===== config.mk =====
export PLATFORM = sky130hd
export DESIGN_NAME = asc_step
export DESIGN_NICKNAME = d
export VERILOG_FILES = /design/src/design/asc_pkg.sv /design/src/design/asc_step.sv
export SDC_FILE = /design/constraint.sdc
export NUM_CORES = 1
export LEC_CHECK = 0
export ABC_AREA = 1
export BUFFER_PORTS_ARGS = -buffer_cell sky130_fd_sc_hd__buf_2
export CORE_MARGIN = 2
export CORE_UTILIZATION = 30
export DETAILED_ROUTE_END_ITERATION = 8
export SYNTH_ARGS = -nofsm -noshare
export SYNTH_HDL_FRONTEND = slang
export SYNTH_SLANG_ARGS = --single-unit

===== constraint.sdc =====
create_clock -name vclk -period 2.12
set_input_delay 0.318 -clock vclk [all_inputs]
set_output_delay 0.318 -clock vclk [all_outputs]
set_load 0.05 [all_outputs]

===== src/design/asc_pkg.sv =====
// Token kinds, grammar positions, status codes and grammar tables for the syntax checker.
package asc_pkg;

  localparam int unsigned KindW = 5;
  localparam int unsigned PosW  = 6;

  // token kinds
  localparam logic [KindW-1:0] K_MEM     = 5'd0;
  localparam logic [KindW-1:0] K_MEM_ID  = 5'd1;
  localparam logic [KindW-1:0] K_NUM     = 5'd2;
  localparam logic [KindW-1:0] K_REG     = 5'd3;
  localparam logic [KindW-1:0] K_REG_ID  = 5'd4;
  localparam logic [KindW-1:0] K_FUNC    = 5'd5;
  localparam logic [KindW-1:0] K_ID      = 5'd6;
  localparam logic [KindW-1:0] K_COLON   = 5'd7;
  localparam logic [KindW-1:0] K_SEMI    = 5'd8;
  localparam logic [KindW-1:0] K_EOF     = 5'd9;
  localparam logic [KindW-1:0] K_ADD     = 5'd10;
  localparam logic [KindW-1:0] K_ADDI    = 5'd11;
  localparam logic [KindW-1:0] K_SUB     = 5'd12;
  localparam logic [KindW-1:0] K_LA      = 5'd13;
  localparam logic [KindW-1:0] K_LW      = 5'd14;
  localparam logic [KindW-1:0] K_LI      = 5'd15;
  localparam logic [KindW-1:0] K_SW      = 5'd16;
  localparam logic [KindW-1:0] K_B       = 5'd17;
  localparam logic [KindW-1:0] K_BLTZ    = 5'd18;
  localparam logic [KindW-1:0] K_NOP     = 5'd19;
  localparam logic [KindW-1:0] K_MULT    = 5'd20;
  localparam logic [KindW-1:0] K_DIV     = 5'd21;
  localparam logic [KindW-1:0] K_LUI     = 5'd22;
  localparam logic [KindW-1:0] K_JR      = 5'd23;
  localparam logic [KindW-1:0] K_COMMA   = 5'd24;
  localparam logic [KindW-1:0] K_LPAR    = 5'd25;
  localparam logic [KindW-1:0] K_RPAR    = 5'd26;

  // expected kind with a top bit that marks "nothing matches"
  localparam logic [KindW:0] NO_KIND = 6'h3F;

  // grammar positions
  localparam logic [PosW-1:0] POS_FIRST = 6'd0;
  localparam logic [PosW-1:0] POS_NEXT  = 6'd1;
  localparam logic [PosW-1:0] POS_LABEL = 6'd2;
  localparam logic [PosW-1:0] POS_MEM   = 6'd3;
  localparam logic [PosW-1:0] POS_REG   = 6'd6;
  localparam logic [PosW-1:0] POS_FUNC  = 6'd8;
  localparam logic [PosW-1:0] POS_LBL   = 6'd10;
  localparam logic [PosW-1:0] POS_ADD   = 6'd11;
  localparam logic [PosW-1:0] POS_ADDI  = 6'd17;
  localparam logic [PosW-1:0] POS_LA    = 6'd23;
  localparam logic [PosW-1:0] POS_LW    = 6'd27;
  localparam logic [PosW-1:0] POS_LI    = 6'd34;
  localparam logic [PosW-1:0] POS_BLTZ  = 6'd38;
  localparam logic [PosW-1:0] POS_NOP   = 6'd42;
  localparam logic [PosW-1:0] POS_MULT  = 6'd43;

  typedef enum logic [2:0] {
    ST_OK   = 3'd0,
    ST_ERR  = 3'd1,
    ST_IGN  = 3'd2,
    ST_PASS = 3'd3,
    ST_FAIL = 3'd4
  } asc_status_t;

  typedef struct packed {
    logic [PosW-1:0] pos;
    logic            err;
  } asc_state_t;

  typedef struct packed {
    asc_status_t status;
    logic        closed;
  } asc_result_t;

  // position entered by a statement-opening token; POS_FIRST means it cannot open one
  function automatic logic [PosW-1:0] start_pos(input logic [KindW-1:0] tk);
    logic [PosW-1:0] p;
    case (tk)
      K_MEM:          p = POS_MEM;
      K_REG, K_JR:    p = POS_REG;
      K_FUNC, K_B:    p = POS_FUNC;
      K_ID:           p = POS_LBL;
      K_ADD, K_SUB:   p = POS_ADD;
      K_ADDI:         p = POS_ADDI;
      K_LA:           p = POS_LA;
      K_LW, K_SW:     p = POS_LW;
      K_LI, K_LUI:    p = POS_LI;
      K_BLTZ:         p = POS_BLTZ;
      K_NOP:          p = POS_NOP;
      K_MULT, K_DIV:  p = POS_MULT;
      default:        p = POS_FIRST;
    endcase
    return p;
  endfunction

  // token expected at each mid-statement position
  function automatic logic [KindW:0] expect_kind(input logic [PosW-1:0] pos);
    logic [KindW-1:0] k;
    logic             none;
    none = 1'b0;
    case (pos)
      6'd3:  k = K_MEM_ID;
      6'd4:  k = K_NUM;
      6'd5:  k = K_SEMI;
      6'd6:  k = K_REG_ID;
      6'd7:  k = K_SEMI;
      6'd8:  k = K_ID;
      6'd9:  k = K_SEMI;
      6'd10: k = K_COLON;
      6'd11: k = K_REG_ID;
      6'd12: k = K_COMMA;
      6'd13: k = K_REG_ID;
      6'd14: k = K_COMMA;
      6'd15: k = K_REG_ID;
      6'd16: k = K_SEMI;
      6'd17: k = K_REG_ID;
      6'd18: k = K_COMMA;
      6'd19: k = K_REG_ID;
      6'd20: k = K_COMMA;
      6'd21: k = K_NUM;
      6'd22: k = K_SEMI;
      6'd23: k = K_REG_ID;
      6'd24: k = K_COMMA;
      6'd25: k = K_MEM_ID;
      6'd26: k = K_SEMI;
      6'd27: k = K_REG_ID;
      6'd28: k = K_COMMA;
      6'd29: k = K_NUM;
      6'd30: k = K_LPAR;
      6'd31: k = K_REG_ID;
      6'd32: k = K_RPAR;
      6'd33: k = K_SEMI;
      6'd34: k = K_REG_ID;
      6'd35: k = K_COMMA;
      6'd36: k = K_NUM;
      6'd37: k = K_SEMI;
      6'd38: k = K_REG_ID;
      6'd39: k = K_COMMA;
      6'd40: k = K_ID;
      6'd41: k = K_SEMI;
      6'd42: k = K_SEMI;
      6'd43: k = K_REG_ID;
      6'd44: k = K_COMMA;
      6'd45: k = K_REG_ID;
      6'd46: k = K_SEMI;
      default: begin
        k    = K_MEM;
        none = 1'b1;
      end
    endcase
    return none ? NO_KIND : {1'b0, k};
  endfunction

endpackage


===== src/design/asc_step.sv =====
// One grammar transition: next position, error flag and status for one token.
module asc_step (
  input  asc_pkg::asc_state_t          cur,
  input  logic [asc_pkg::KindW-1:0]    tk,
  output asc_pkg::asc_state_t          nxt,
  output asc_pkg::asc_result_t         res
);
  import asc_pkg::*;

  logic [PosW-1:0]  st;
  logic [KindW:0]   ex;
  logic             mnemonic;

  assign st       = start_pos(tk);
  assign ex       = expect_kind(cur.pos);
  assign mnemonic = (tk >= K_ADD) && (tk <= K_JR);

  always_comb begin
    nxt        = cur;
    res.status = ST_OK;
    res.closed = 1'b0;
    if (tk == K_EOF) begin
      res.status = (!cur.err && cur.pos == POS_NEXT) ? ST_PASS : ST_FAIL;
      nxt.pos    = POS_FIRST;
      nxt.err    = 1'b0;
    end else if (cur.err) begin
      res.status = ST_IGN;
    end else if (cur.pos <= POS_LABEL) begin
      if (tk == K_SEMI) begin
        res.closed = 1'b1;
        nxt.pos    = POS_NEXT;
      end else if (st != POS_FIRST && (cur.pos != POS_LABEL || mnemonic)) begin
        nxt.pos = st;
      end else begin
        res.status = ST_ERR;
        nxt.err    = 1'b1;
      end
    end else if ({1'b0, tk} == ex) begin
      if (tk == K_SEMI) begin
        res.closed = 1'b1;
        nxt.pos    = POS_NEXT;
      end else if (tk == K_COLON) begin
        nxt.pos = POS_LABEL;
      end else begin
        nxt.pos = cur.pos + 6'd1;
      end
    end else begin
      res.status = ST_ERR;
      nxt.err    = 1'b1;
    end
  end

endmodule


After elaboration in Yosys (flattened, before gate mapping). Memory sizes are Yosys's and may differ from the RTL's. Index checks and enable logic that the tools add are counted.

Bits in read-only memories: 192. Input port bits: 12. Bits in registers: 0. Memories kept: 1.

Memory list: (no name shown) (words 32, width 6, rd ports 1, clocked after Yosys merged registers in 0, write ports 0, line asc_pkg.sv:77) `case (tk)`.

Eq/ne operators: 50. Multiplexer cells: 24. Reductions and logical operators: 13. Add/subtract/negate cells: 1. Magnitude comparators: 3.

Operators with widths (number): $eq A6 B5 Y1 const B (16); $eq A6 B6 Y1 const B (15); $eq A6 B4 Y1 const B (8); $pmux W5 S9 (1); $reduce_or A44 Y1 (1); $mux W6 (6); $eq A6 B3 Y1 const B (4); $mux W7 (3); $reduce_or A13 Y1 (1); $reduce_or A11 Y1 (1); $eq A5 B4 Y1 const B (2); $mux W1 (10); $mux W3 (3); $reduce_or A9 Y1 (1); $add A6 B1 Y6 const B (1); $eq A5 B6 Y1 (1); $eq A6 B1 Y1 const B (1); $eq A6 B2 Y1 const B (1); $le A6 B2 Y1 const B (1); $ne A6 B2 Y1 const B (1); $reduce_bool A6 Y1 (1); $eq A5 B3 Y1 const B (1); $ge A5 B4 Y1 const B (1); $le A5 B5 Y1 const B (1); 6 further kinds (9).

Logic depth before layout (Yosys ltp).
Depth after elaboration: 9. Mapped depth: 21.

Least setup slack after synthesis. OpenSTA, ideal clock, no wires.

Kind: input port to output port. Start point: in cur[1] in the netlist's numbering. End point: out nxt[2] in the netlist's numbering. Data arrival time: 2579 ps. Stages: 17. Buffers on the path: 0. Path slack: -777 ps. Cell sequence: inv_1 > ha_1 > nand2_1 > nor2_1 > nand2_1 > nand2_1 > nor2_2 > nand2_1 > nor2_1 > nand3_2 > nand3_1 > nand3_1 > nor2_4 > nand2_4 > nand2_1 > nand3_1 > a21oi_1.

RTL lines: start, declared (line asc_step.sv:3) `input asc_pkg::asc_state_t cur,`; end, declared (line asc_step.sv:5) `output asc_pkg::asc_state_t nxt,`.

==> flow_metrics.py <==
metrics = {
    "setup_path": {
        "critPathKind": "primary input to primary output",
        "cp.arrival_ps": 2350,
        "cp.required_ps": 1800,
        "path_max_fanout": 8,
        "worstSetupStartpointType": "primary input",
        "cp-end-kind": "primary output",
    },
    "finish": {
        "num_antenna_cells": 0,
        "syn_to_final_growth_pct": 96.7,
        "fin_util": 0.609,
        "multi_input_area_um2": 1650,
        "n_clock_buffer": 0,
        "nets": 449,
        "design.seq.count": 0,
        "seqCellArea_um2": 0,
        "fin_cells": 493,
        "finalInstanceArea_um2": 2880,
        "nFillCells": 438,
        "drive_above_1_share": 0.491,
    },
    "outcome": {
        "status": "finished with violations",
        "violations": "setup timing",
    },
    "worst_hold_path": {
        "min_from": "cur[1]",
        "min-delay-path-class": "primary input to primary output",
        "worstHoldEndpoint": "nxt[1]",
        "hold_depth": 5,
    },
    "synthesis": {
        "synth_xor_area_frac": 0.00599,
        "syn_area_um2": 1460,
        "synth_top_family_by_area": "simple AND/OR/NAND/NOR gates",
        "synth_top_area_cell": "nand2_1",
        "muxShareOfSynthArea": 0,
        "syn_inst": 310,
        "synth.distinct_cells": 27,
        "avgSynthCellArea_um2": 4.71,
        "synth_fp_nets": 331,
        "synth_top_area_frac": 0.252,
        "synthSimpleGateAreaFrac": 0.635,
        "yosysSeqAreaShare": 0,
        "yosys_warnings": 0,
        "synth_adder_area_share": 0.0771,
        "synth_area_leaders": "nand2_1, nand3_1, nor2_1",
        "synth-compound-area-share": 0.160,
    },
    "placed_design": {
        "dp_hpwl_um": 4640,
        "placement.io_buffers": 23,
        "gp_congestion": 1.01,
        "placed_area_um2": 2330,
        "dp_cells": 477,
    },
    "timing": {
        "rsz0062_at_grt": "true",
        "tightest_slew_ps": 387,
        "hold_slack_ps": 1150,
        "setup_ws_ps": -550,
        "setup-tns-final_ps": -5010,
        "hold_viol": 0,
        "fin_crit_sh": 1.26,
        "finalSetupViolations": 11,
        "fmax_ghz": 0.375,
        "timing.final.crit_period_ps": 2670,
        "max-slew-margin-rel": 0.742,
        "maxSlewViolCount": 0,
    },
    "floorplan": {
        "rows": 25,
        "start_util": 0.309,
        "core_um2": 4720,
        "top_level_ports": 23,
        "dieHeight_um": 73.8,
        "die_area_um2": 5450,
        "die_w_um": 73.8,
    },
    "power": {
        "ir_drop_uv": 96.3,
        "cellLeakagePower_uw": 0.00154,
        "power_density_nw_per_um2": 228,
    },
    "detailed_routing": {
        "wl_um": 6390,
        "wire_per_inst_um": 13.0,
        "drc": 0,
        "postRouteAntennaNets": 0,
        "first_pass_iters": 5,
        "vias_per_cell": 5.05,
        "drt_iter0_drc": 158,
        "vias": 2492,
    },
    "global_routing": {
        "grt.total_usage": 0.218,
        "antenna_found_initial": 0,
        "grt_pass1_wl_um": 9620,
        "grt_max_degree": 10,
        "grt_pass1_vias": 2192,
        "overflow": 0,
    },
    "flow_run": {
        "cap_violations": 0,
    },
    "clock_network": {
        "holdBufCountCts": 0,
    },
}
[Yosys cell counts]
master,n
nand2_1,98
nor2_1,50
nand3_1,41
inv_1,34
o21ai_0,21
a21oi_1,11
ha_1,9
nor3_1,7
inv_2,6
nor2_2,5
buf_4,3
nand4_1,3
o211ai_1,3
o21ai_1,3
nor2_4,2
o22ai_1,2
or2_2,2
a2111oi_0,1
a21boi_1,1
buf_2,1
nand2_2,1
nand2_4,1
nand3_2,1
nand3b_1,1
nor3b_2,1
o21a_1,1
xor2_1,1
[metal layers]
metal | global-route usage | vias up | part of all wire
met5 | 0 | - | 0
met4 | 0.0707 | 0 | 0.032
met3 | 0.0206 | 21 | 0.054
met2 | 0.376 | 116 | 0.50
met1 | 0.282 | 1112 | 0.41
li1 | - | 1243 | -
[power breakdown]
group / internal, uW / switching (uW)
Sequential: 0 / 0
Clock: 0 / 0
Combinational: 287 / 369
[cell families (layout without fill, tap and decap cells)]
kind of cell             count (synthesis)  count (layout)
XOR/XNOR                                 1               1
AND/OR/NAND/NOR                        213             213
AO/OA/AOI/OAI                           43              43
adder cells (fa/ha/maj)                  9               9
buffers and inverters                   44             160
[per-stage QoR]
stage	total power [uW]	setup slack [ps]
floorplan	303	-399
global placement	500	-863
detailed placement	500	-887
CTS	587	-524
global route	705	-698
finish	657	-550
[timing repair]
item,in CTS,in global routing
setup endpoints to repair,10,11
gates resized for setup,83,49
buffers inserted,8,8
pin swaps,33,18
[area by class of cell]
cell class / instances / share of cell area
Multi-Input combinational cell: 266 / 0.575
Inverter: 40 / 0.0587
Tap cell: 67 / 0.0292
Timing Repair Buffer: 120 / 0.337
[cell usage in the layout, fill, tap and decap left out, types with 2 or more instances in the layout]
master    instances
inv_2             9
nor3_1            3
nor2_2            9
ha_1              4
nor2_1           40
o22ai_1           2
nand2_1          77
a21oi_1           7
inv_1            27
nand3_1          28
buf_8             6
o211ai_1          3
nand2_4           6
nand4_1           3
a21oi_2           2
nor3_2            3
o21ai_1           9
buf_4            95
o21ai_2           5
a21oi_4           2
nand2_2          17
nor2_4            8
nand3_4           3
buf_6             9
o21ai_0           9
nand3_2          11
ha_4              4
buf_2             9
[worst max-delay path by stage]
| stage | slack (ps) | to | start |
|---|---|---|---|
| after floorplan | -400 | res[0] | cur[1] |
| after global placement | -860 | nxt[4] | cur[1] |
| after detailed placement | -890 | nxt[4] | cur[2] |
| after CTS | -520 | nxt[4] | cur[1] |
| after global routing | -700 | nxt[4] | cur[1] |
| final | -550 | nxt[4] | cur[1] |
[worst max-delay path, stage by stage]
cell,delay (ps)
buf_12,110
buf_6,110
ha_4,200
inv_2,80
nor2_1,40
nand2_1,60
nand2_2,60
nor2_1,80
nand2_1,80
nor2_2,140
nand3_4,130
nand3_2,90
nand2_2,70
nor2_4,160
nand2_4,120
inv_4,80
nand2_2,70
a21oi_4,150
nor2_4,50
buf_8,160
Note: power is estimated with default switching activity, not from simulation.
